## src/hdl/smcpp_pkg.sv

```systemverilog
// Shared types, codes and constants for the serial memory card and pad port.
// No dependencies; imported by the controller, datapath and top level.
package smcpp_pkg;

  localparam int SECTOR_BYTES_DEF = 128;
  localparam int SECTOR_COUNT_DEF = 1024;
  localparam int FIFO_DEPTH_DEF   = 8;

  // item kinds
  localparam logic [1:0] OP_READ  = 2'd0;
  localparam logic [1:0] OP_WRITE = 2'd1;
  localparam logic [1:0] OP_PAD   = 2'd2;

  // register offsets
  localparam logic [3:0] REG_DATA = 4'd0;
  localparam logic [3:0] REG_STAT = 4'd4;
  localparam logic [3:0] REG_MODE = 4'd8;
  localparam logic [3:0] REG_CTRL = 4'd10;
  localparam logic [3:0] REG_BAUD = 4'd14;

  // link bytes
  localparam logic [7:0] SEL_CARD  = 8'h81;
  localparam logic [7:0] SEL_PAD   = 8'h01;
  localparam logic [7:0] CMD_READ  = 8'h52;
  localparam logic [7:0] CMD_WRITE = 8'h57;
  localparam logic [7:0] CMD_ID    = 8'h53;
  localparam logic [7:0] ACK_A     = 8'h5A;
  localparam logic [7:0] ACK_B     = 8'h5D;
  localparam logic [7:0] ACK_C     = 8'h5C;
  localparam logic [7:0] END_GOOD  = 8'h47;
  localparam logic [7:0] END_BAD   = 8'h4E;
  localparam logic [7:0] CMD_POLL  = 8'h42;
  localparam logic [7:0] PAD_ID    = 8'h41;
  localparam logic [7:0] NO_REPLY  = 8'hFF;

  localparam logic [15:0] STATUS_RST = 16'h0005;
  localparam logic [15:0] MODE_RST   = 16'h000D;
  localparam logic [15:0] BAUD_RST   = 16'h0088;
  localparam logic [15:0] PAD_RST    = 16'hFFFF;
  localparam logic [7:0]  FLAG_RST   = 8'h08;

  typedef enum logic [5:0] {
    P_IDLE, P_WAIT_CMD,
    P_RD_ID1, P_RD_ID2, P_RD_MSB, P_RD_LSB, P_RD_ACK2,
    P_RD_CONF_MSB, P_RD_CONF_LSB, P_RD_DATA, P_RD_CHK, P_RD_END,
    P_WR_ID1, P_WR_ID2, P_WR_MSB, P_WR_LSB, P_WR_DATA, P_WR_CHK,
    P_WR_ACK2, P_WR_END,
    P_ID_1, P_ID_2, P_ID_3, P_ID_4, P_ID_5, P_ID_6, P_ID_7, P_ID_8,
    P_PAD_POLL, P_PAD_B1, P_PAD_LO, P_PAD_HI
  } proto_t;

  typedef enum logic [2:0] {
    C_CLEAR, C_IDLE, C_EXEC, C_COMMIT, C_OUT
  } ctl_state_t;

  typedef struct packed {
    logic capture;
    logic exec;
    logic clear;
    logic commit;
  } cmd_t;

  typedef struct packed {
    logic clear_done;
    logic commit_req;
    logic commit_done;
  } stat_t;

  function automatic logic [7:0] id_reply(input logic [2:0] idx);
    logic [7:0] b;
    case (idx)
      3'd0:    b = 8'h5A;
      3'd1:    b = 8'h5D;
      3'd2:    b = 8'h5C;
      3'd3:    b = 8'h5D;
      3'd4:    b = 8'h04;
      3'd7:    b = 8'h80;
      default: b = 8'h00;
    endcase
    return b;
  endfunction

endpackage

```

## src/hdl/smcpp_ctrl.sv

```systemverilog
// Sequencer for the port: clearing pass, accept, execute, commit, result.
// Depends on smcpp_pkg.
module smcpp_ctrl (
  input  logic                clk,
  input  logic                rst_n,
  input  logic                in_tvalid,
  output logic                in_tready,
  output logic                out_tvalid,
  input  logic                out_tready,
  input  smcpp_pkg::stat_t    stat,
  output smcpp_pkg::cmd_t     cmd
);
  import smcpp_pkg::*;

  ctl_state_t state_r, state_nxt;

  always_ff @(posedge clk) begin
    if (!rst_n) state_r <= C_CLEAR;
    else        state_r <= state_nxt;
  end

  always_comb begin
    state_nxt = state_r;
    case (state_r)
      C_CLEAR:  if (stat.clear_done) state_nxt = C_IDLE;
      C_IDLE:   if (in_tvalid) state_nxt = C_EXEC;
      C_EXEC:   state_nxt = stat.commit_req ? C_COMMIT : C_OUT;
      C_COMMIT: if (stat.commit_done) state_nxt = C_OUT;
      C_OUT:    if (out_tready) state_nxt = C_IDLE;
      default:  state_nxt = C_IDLE;
    endcase
  end

  always_comb begin
    cmd         = '0;
    cmd.capture = (state_r == C_IDLE) && in_tvalid;
    cmd.exec    = (state_r == C_EXEC);
    cmd.clear   = (state_r == C_CLEAR);
    cmd.commit  = (state_r == C_COMMIT);
    in_tready   = (state_r == C_IDLE);
    out_tvalid  = (state_r == C_OUT);
  end

`ifndef NO_ASSERTIONS
  a_one_side: assert property (@(posedge clk) disable iff (!rst_n)
    !(in_tready && out_tvalid)) else $error("ready and valid together");
  a_cap_exec: assert property (@(posedge clk) disable iff (!rst_n)
    cmd.capture |=> state_r == C_EXEC) else $error("capture not followed by exec");
  a_commit_src: assert property (@(posedge clk) disable iff (!rst_n)
    (state_r == C_COMMIT) |-> ($past(state_r) == C_EXEC || $past(state_r) == C_COMMIT))
    else $error("commit entered out of order");
`endif

endmodule

```

## config.mk

```make
export PLATFORM = sky130hd
export DESIGN_NAME = smcpp_ctrl
export DESIGN_NICKNAME = d
export VERILOG_FILES = /design/src/hdl/smcpp_pkg.sv /design/src/hdl/smcpp_ctrl.sv
export SDC_FILE = /design/constraint.sdc
export NUM_CORES = 1
export LEC_CHECK = 0
export ABC_AREA = 0
export ABC_CLOCK_PERIOD_IN_PS = 2800
export BUFFER_PORTS_ARGS = -buffer_cell sky130_fd_sc_hd__buf_2
export CAP_MARGIN = 20
export CORE_AREA = 10 10 47 49
export DETAILED_ROUTE_END_ITERATION = 8
export DIE_AREA = 0 0 57 59
export PLACE_DENSITY = 0.52
export SLEW_MARGIN = 20
export SYNTH_ARGS = -nofsm -noshare
export SYNTH_HDL_FRONTEND = slang
export SYNTH_SLANG_ARGS = --single-unit
```

## constraint.sdc

```tcl
create_clock -name clk -period 2.8 [get_ports clk]
set_clock_uncertainty 0.1 [all_clocks]
set_input_delay 0.28 -clock clk [delete_from_list [all_inputs] [get_ports clk]]
set_output_delay 0.28 -clock clk [all_outputs]
set_load 0.03 [all_outputs]
```

==> impl_metrics.yaml, run 1 <==
status:
  status: "finished clean"
detailed_routing:
  wl_per_cell_um: 11.92
  viasPerCell: 4.458
  antenna_left: 0
  first_pass_iters: 4
  drtIter0Drc: 2
  drc: 0
  wl_um: 703
  vias: 263
floorplan:
  rows: 14
  dieArea_mm2: 0.003363
  initial_core_util: 0.1902
  chipWidth_um: 57
  io_pins: 13
  coreArea_mm2: 0.001401
  fp.dieH_um: 59
critical_path:
  slowest_delay_ps: 540
  crit_family: "flip-flops"
  crit_path_max_fanout: 13
  critPathKind: "register to output pin"
  cp-end-kind: "output pin"
  arrival_ps: 1340
  crit_chain: "nand2b_1 -> nor2_1 -> and2_1 -> buf_2"
  cp-start-kind: "register"
  critPathSlowestCell: "dfxtp_1"
  worst_ep_required_time_ps: 2420
  path_buf_inv: 1
grt:
  grt_usage: 0.04700
  overflow: 0
  grt_pass1_wl_mm: 1.186
  grt_max_degree: 14
  antenna_found_initial: 0
  grt_pass1_vias: 271
clocking:
  cts_root_buf: "clkbuf_4"
  cts_setup_buffers: 0
  clk_pin_slew_worst_paths_ps: 40
  worstSkewPairLatency_ps: 240
  cts_tree: "yes"
  cts_resized: 0
  postCtsHoldBufs: 0
  cts_buffer_depth: 2
  cts_sinks: 3
  cts_made_buffers: 3
  htreeDepth: 1
layout:
  drive_gt1_frac: 0.4186
  areaGrowthSynthToFinish_pct: 30.99
  largest_register_ffs: 3
  top_regs: "state_r x3"
  final_common_cell: "buf_2"
  fin_nets: 51
  n_antenna_cell: 0
  top_register: "state_r"
  final_cell_mix: "buf_2, clkbuf_4, dfxtp_1"
  fillers: 166
place:
  place.gp.congestion: 0.7201
  io_buffer_count: 12
  place_ws_ps: 1125
  dpl.hpwl_um: 546.5
sta:
  layout_setup_ws_ps: 1082
  fin_setup_tns_ps: 0
  finalCriticalPeriod_ps: 1718
  maxSlewViolCount: 0
  holdWs_ps: 205.2
  max_freq_mhz: 582.0
  rsz0062_at_grt: "no"
  finalHoldViolCount: 0
  slew_headroom: 0.7417
  tightest_slew_ps: 382.0
  setup_viol: 0
  post-route-period-util: 0.6136
yosys:
  avgSynthCellArea_um2: 8.884
  ys_types: 20
  synth_cells: 30
  async_flop_share: 0
  synth_seq_cells: 3
  synth_edf_count: 0
  yosys_warnings: 0
  syn-num-nets: 37
  syn_area_um2: 266.5
  yosys_most_used_dff: "dfxtp_1"
  yosysSeqAreaShare: 0.2254
power_and_ir_drop:
  powerDensity_mw_per_mm2: 1036
  finalPower_w: 0.0003616
  p_leak_nw: 0.1604
  peakVddDrop_mv: 0.3630
job:
  drv_cap: 0
worst_hold_path:
  hp-class: "primary input to register"
stage by stage:
step | std cells | utilization | instance area (µm²)
after floorplan | 30 | - | 266.5
after global placement | 55 | 0.2304 | 322.8
after detailed placement | 55 | 0.2304 | 322.8
after CTS | 59 | 0.2491 | 349.1
after global routing | 59 | 0.2491 | 349.1
final | 59 | 0.2491 | 349.1
power breakdown:
group | switching, W | internal [W] | leakage [nW]
combinational | 0.000117 | 0.0000746 | 0.121
sequential | 0.0000360 | 0.0000563 | 0.0246
clock | 0.0000245 | 0.0000535 | 0.0150
total | 0.000177 | 0.000184 | 0.160
area by class of cell:
cell class / count / area [µm²] / share of cell area
repair buffers: 12 / 60.06 / 0.1720
flip-flops and latches: 3 / 60.06 / 0.1720
multi-input cells: 23 / 178.9 / 0.5125
inverters: 1 / 3.754 / 0.01075
clock buffers: 4 / 26.28 / 0.07527
well taps: 16 / 20.02 / 0.05735
cells in the mapped netlist, types with 2 or more instances:
library cell,n,area [µm²]
nand2b_1,2,12.51
o41ai_2,2,32.53
nor2_1,2,7.510
nand2_1,2,7.510
nor4b_1,2,17.52
mux2i_1,2,20.02
and2_1,2,12.51
nor2b_1,2,12.51
dfxtp_1,3,60.06
tightest hold or removal path: cells and delay by family:
family | cells | cell delay, ps
buffers and inverters | 1 | 120
and+or+nand+nor | 1 | 70
AOI/OAI and AO/OA | 1 | 50
cells by family after synthesis:
family | Yosys count | share of synthesized area
AO/OA/AOI/OAI | 3 | 0.1502
buffers and inverters | 4 | 0.1033
flip-flops | 3 | 0.2254
multiplexers | 2 | 0.07512
AND/OR/NAND/NOR | 18 | 0.4460
final timing paths:
check | start | endpoint | slack, ps | cells past startpoint
min reg2reg | state_r[0]$_SDFFE_PN0P_ | state_r[0]$_SDFFE_PN0P_ | 530 | 2
max reg2reg | state_r[0]$_SDFFE_PN0P_ | state_r[2]$_SDFFE_PN0P_ | 1130 | 3
min | rst_n | state_r[2]$_SDFFE_PN0P_ | 210 | 3
max | state_r[0]$_SDFFE_PN0P_ | cmd[3] | 1080 | 4
routing by layer:
metal  vias up  global-route usage  share of wire
met3         2             0.02575          0.075
met2        12             0.04806           0.36
met4         0             0.06040          0.027
met5         -                   0              0
met1       111             0.05667           0.54
li1        138                   -              -
(Power assumes the default switching activity.)
==> run 2, diff against run 1 <==
ABC_CLOCK_PERIOD_IN_PS = 1500   (was 2800)
PLACE_DENSITY = 0.54   (was 0.52)
clock period = 1.5 ns   (was 2.8 ns; I/O delays follow)
==> impl_metrics.yaml, run 2 (synthesis results as in run 1) <==
sta:
  maxSlewViolCount: 0
  rsz0062_at_grt: "yes"
  setup_viol: 1
  layout_setup_ws_ps: -3.142
  finalCriticalPeriod_ps: 1503
  holdWs_ps: 95.48
  finalHoldViolCount: 0
  post-route-period-util: 1.002
  slew_headroom: 0.7234
  tightest_slew_ps: 409.1
  fin_setup_tns_ps: -3.142
  max_freq_mhz: 665.3
layout:
  n_antenna_cell: 0
  final_cells: 65
  drive_gt1_frac: 0.5918
  top_register: "state_r"
  final_common_cell: "buf_2"
  fin_nets: 57
  areaGrowthSynthToFinish_pct: 57.28
  top_regs: "state_r x3"
  final_util: 0.2991
  final_area_um2: 419.2
  final_cell_mix: "buf_2, buf_4, clkbuf_4"
  largest_register_ffs: 3
place:
  dpl-instance-area_um2: 370.4
  place.gp.congestion: 0.7539
  place_inst: 61
  io_buffer_count: 12
critical_path:
  arrival_ps: 1540
  slowest_delay_ps: 550
  worst_ep_required_time_ps: 1540
  critPathKind: "register to register"
  cp-start-kind: "register"
  crit_path_max_fanout: 6
  critPathSlowestCell: "or4_4"
  cp-end-kind: "register"
  crit_family: "simple AND/OR/NAND/NOR gates"
  crit_chain: "nor4bb_1 -> or4_4 -> o41ai_2"
  path_buf_inv: 0
job:
  drv_cap: 0
floorplan:
  initial_core_util: 0.1902
  rows: 14
  dieArea_mm2: 0.003363
  io_pins: 13
  coreArea_mm2: 0.001401
  fp.dieH_um: 59
  chipWidth_um: 57
power_and_ir_drop:
  switching_share: 0.4559
  power_switching_w: 0.0003641
  sequentialPowerShare: 0.179
  powerDensity_mw_per_mm2: 1905
  p_leak_nw: 0.1942
  peakVddDrop_mv: 0.7739
  intPower_w: 0.0004345
  combPwrFrac: 0.637
  pwr-share-clk: 0.184
detailed_routing:
  wl_per_cell_um: 12.65
  drtIter0Drc: 2
  drc: 0
  wl_met2_um: 401
  dr.max_layer_used: "met4"
  vias: 295
  wl_met3_um: 74
  wl_um: 822
  first_pass_iters: 2
  wl_met1_um: 317
  viasPerCell: 4.538
  antenna_left: 0
clocking:
  cts_made_buffers: 3
  postCtsHoldBufs: 0
  cts_setup_buffers: 0
  cts_root_buf: "clkbuf_4"
  cts_tree: "yes"
  worstSkewPairLatency_ps: 240
  cts_sinks: 3
  htreeDepth: 1
  cts_buffer_depth: 2
  clk_pin_slew_worst_paths_ps: 40
grt:
  grt_pass1_vias: 295
  grt_pass1_wl_mm: 1.283
  grt_max_degree: 8
  overflow: 0
  antenna_found_initial: 0
  grt_usage: 0.05134
worst_hold_path:
  hp-class: "primary input to register"
status:
  violations: "setup timing"
  status: "finished, violations left"
## run 2: cell count changes in the layout (fill, tap and decap cells not counted), sizes merged
cell / delta
clkbuf: +2
buf: +4
## run 2: power by group through the flow
| stage | Clock [W] | Combinational (W) | Sequential [W] |
|---|---|---|---|
| 4_1_cts | 0.000154 | 0.000489 | 0.000144 |
| 3_3_place_gp | 0 | 0.000471 | 0.000141 |
| 6_report | 0.000147 | 0.000508 | 0.000143 |
| 3_5_place_dp | 0 | 0.000475 | 0.000141 |
| 2_1_floorplan | 0 | 0.000355 | 0.000119 |
| 5_1_grt | 0.000161 | 0.000549 | 0.000148 |
## run 2: metrics by stage
stage                     setup slack, ps  total power (W)
final                              -3.142        0.0007986
after global routing               -67.08        0.0008576
after CTS                          -14.64        0.0007869
after detailed placement           -58.37        0.0006162
after global placement             -48.57        0.0006116
after floorplan                    -30.40        0.0004732
## run 2: worst register-to-register path: stages, from the launching register on
cell      delay, ps
dfxtp_2         330
nor4bb_1        140
or4_4           550
o41ai_2         280
## run 2: path summary, 6_finish.rpt
check	to	slack (ps)	startpoint	cells past startpoint
worst max-delay path	state_r[2]$_SDFFE_PN0P_	-3	state_r[0]$_SDFFE_PN0P_	3
worst min-delay path	state_r[2]$_SDFFE_PN0P_	100	rst_n	3
worst max register to register	state_r[2]$_SDFFE_PN0P_	-3	state_r[0]$_SDFFE_PN0P_	3
worst min register to register	state_r[2]$_SDFFE_PN0P_	510	state_r[0]$_SDFFE_PN0P_	3
## run 2: cell type report
cell class / instances / area (µm²)
Inverter: 1 / 3.754
Clock buffer: 4 / 26.28
Multi-Input combinational cell: 23 / 188.9
Sequential cell: 3 / 63.81
Timing Repair Buffer: 18 / 116.4
Fill cell: 166 / 982.2
Tap cell: 16 / 20.02
## run 2: per-layer routing
metal	GRT usage	vias up
met5	0	-
met4	0.04027	0
met3	0.03433	2
met2	0.06977	11
met1	0.05437	132
li1	-	150
## run 2: what timing repair did
| action | in CTS | in global routing |
|---|---|---|
| gates resized for setup | 5 | 3 |
| endpoints found under the setup margin | 5 | 6 |
| pin swaps | 1 | 0 |
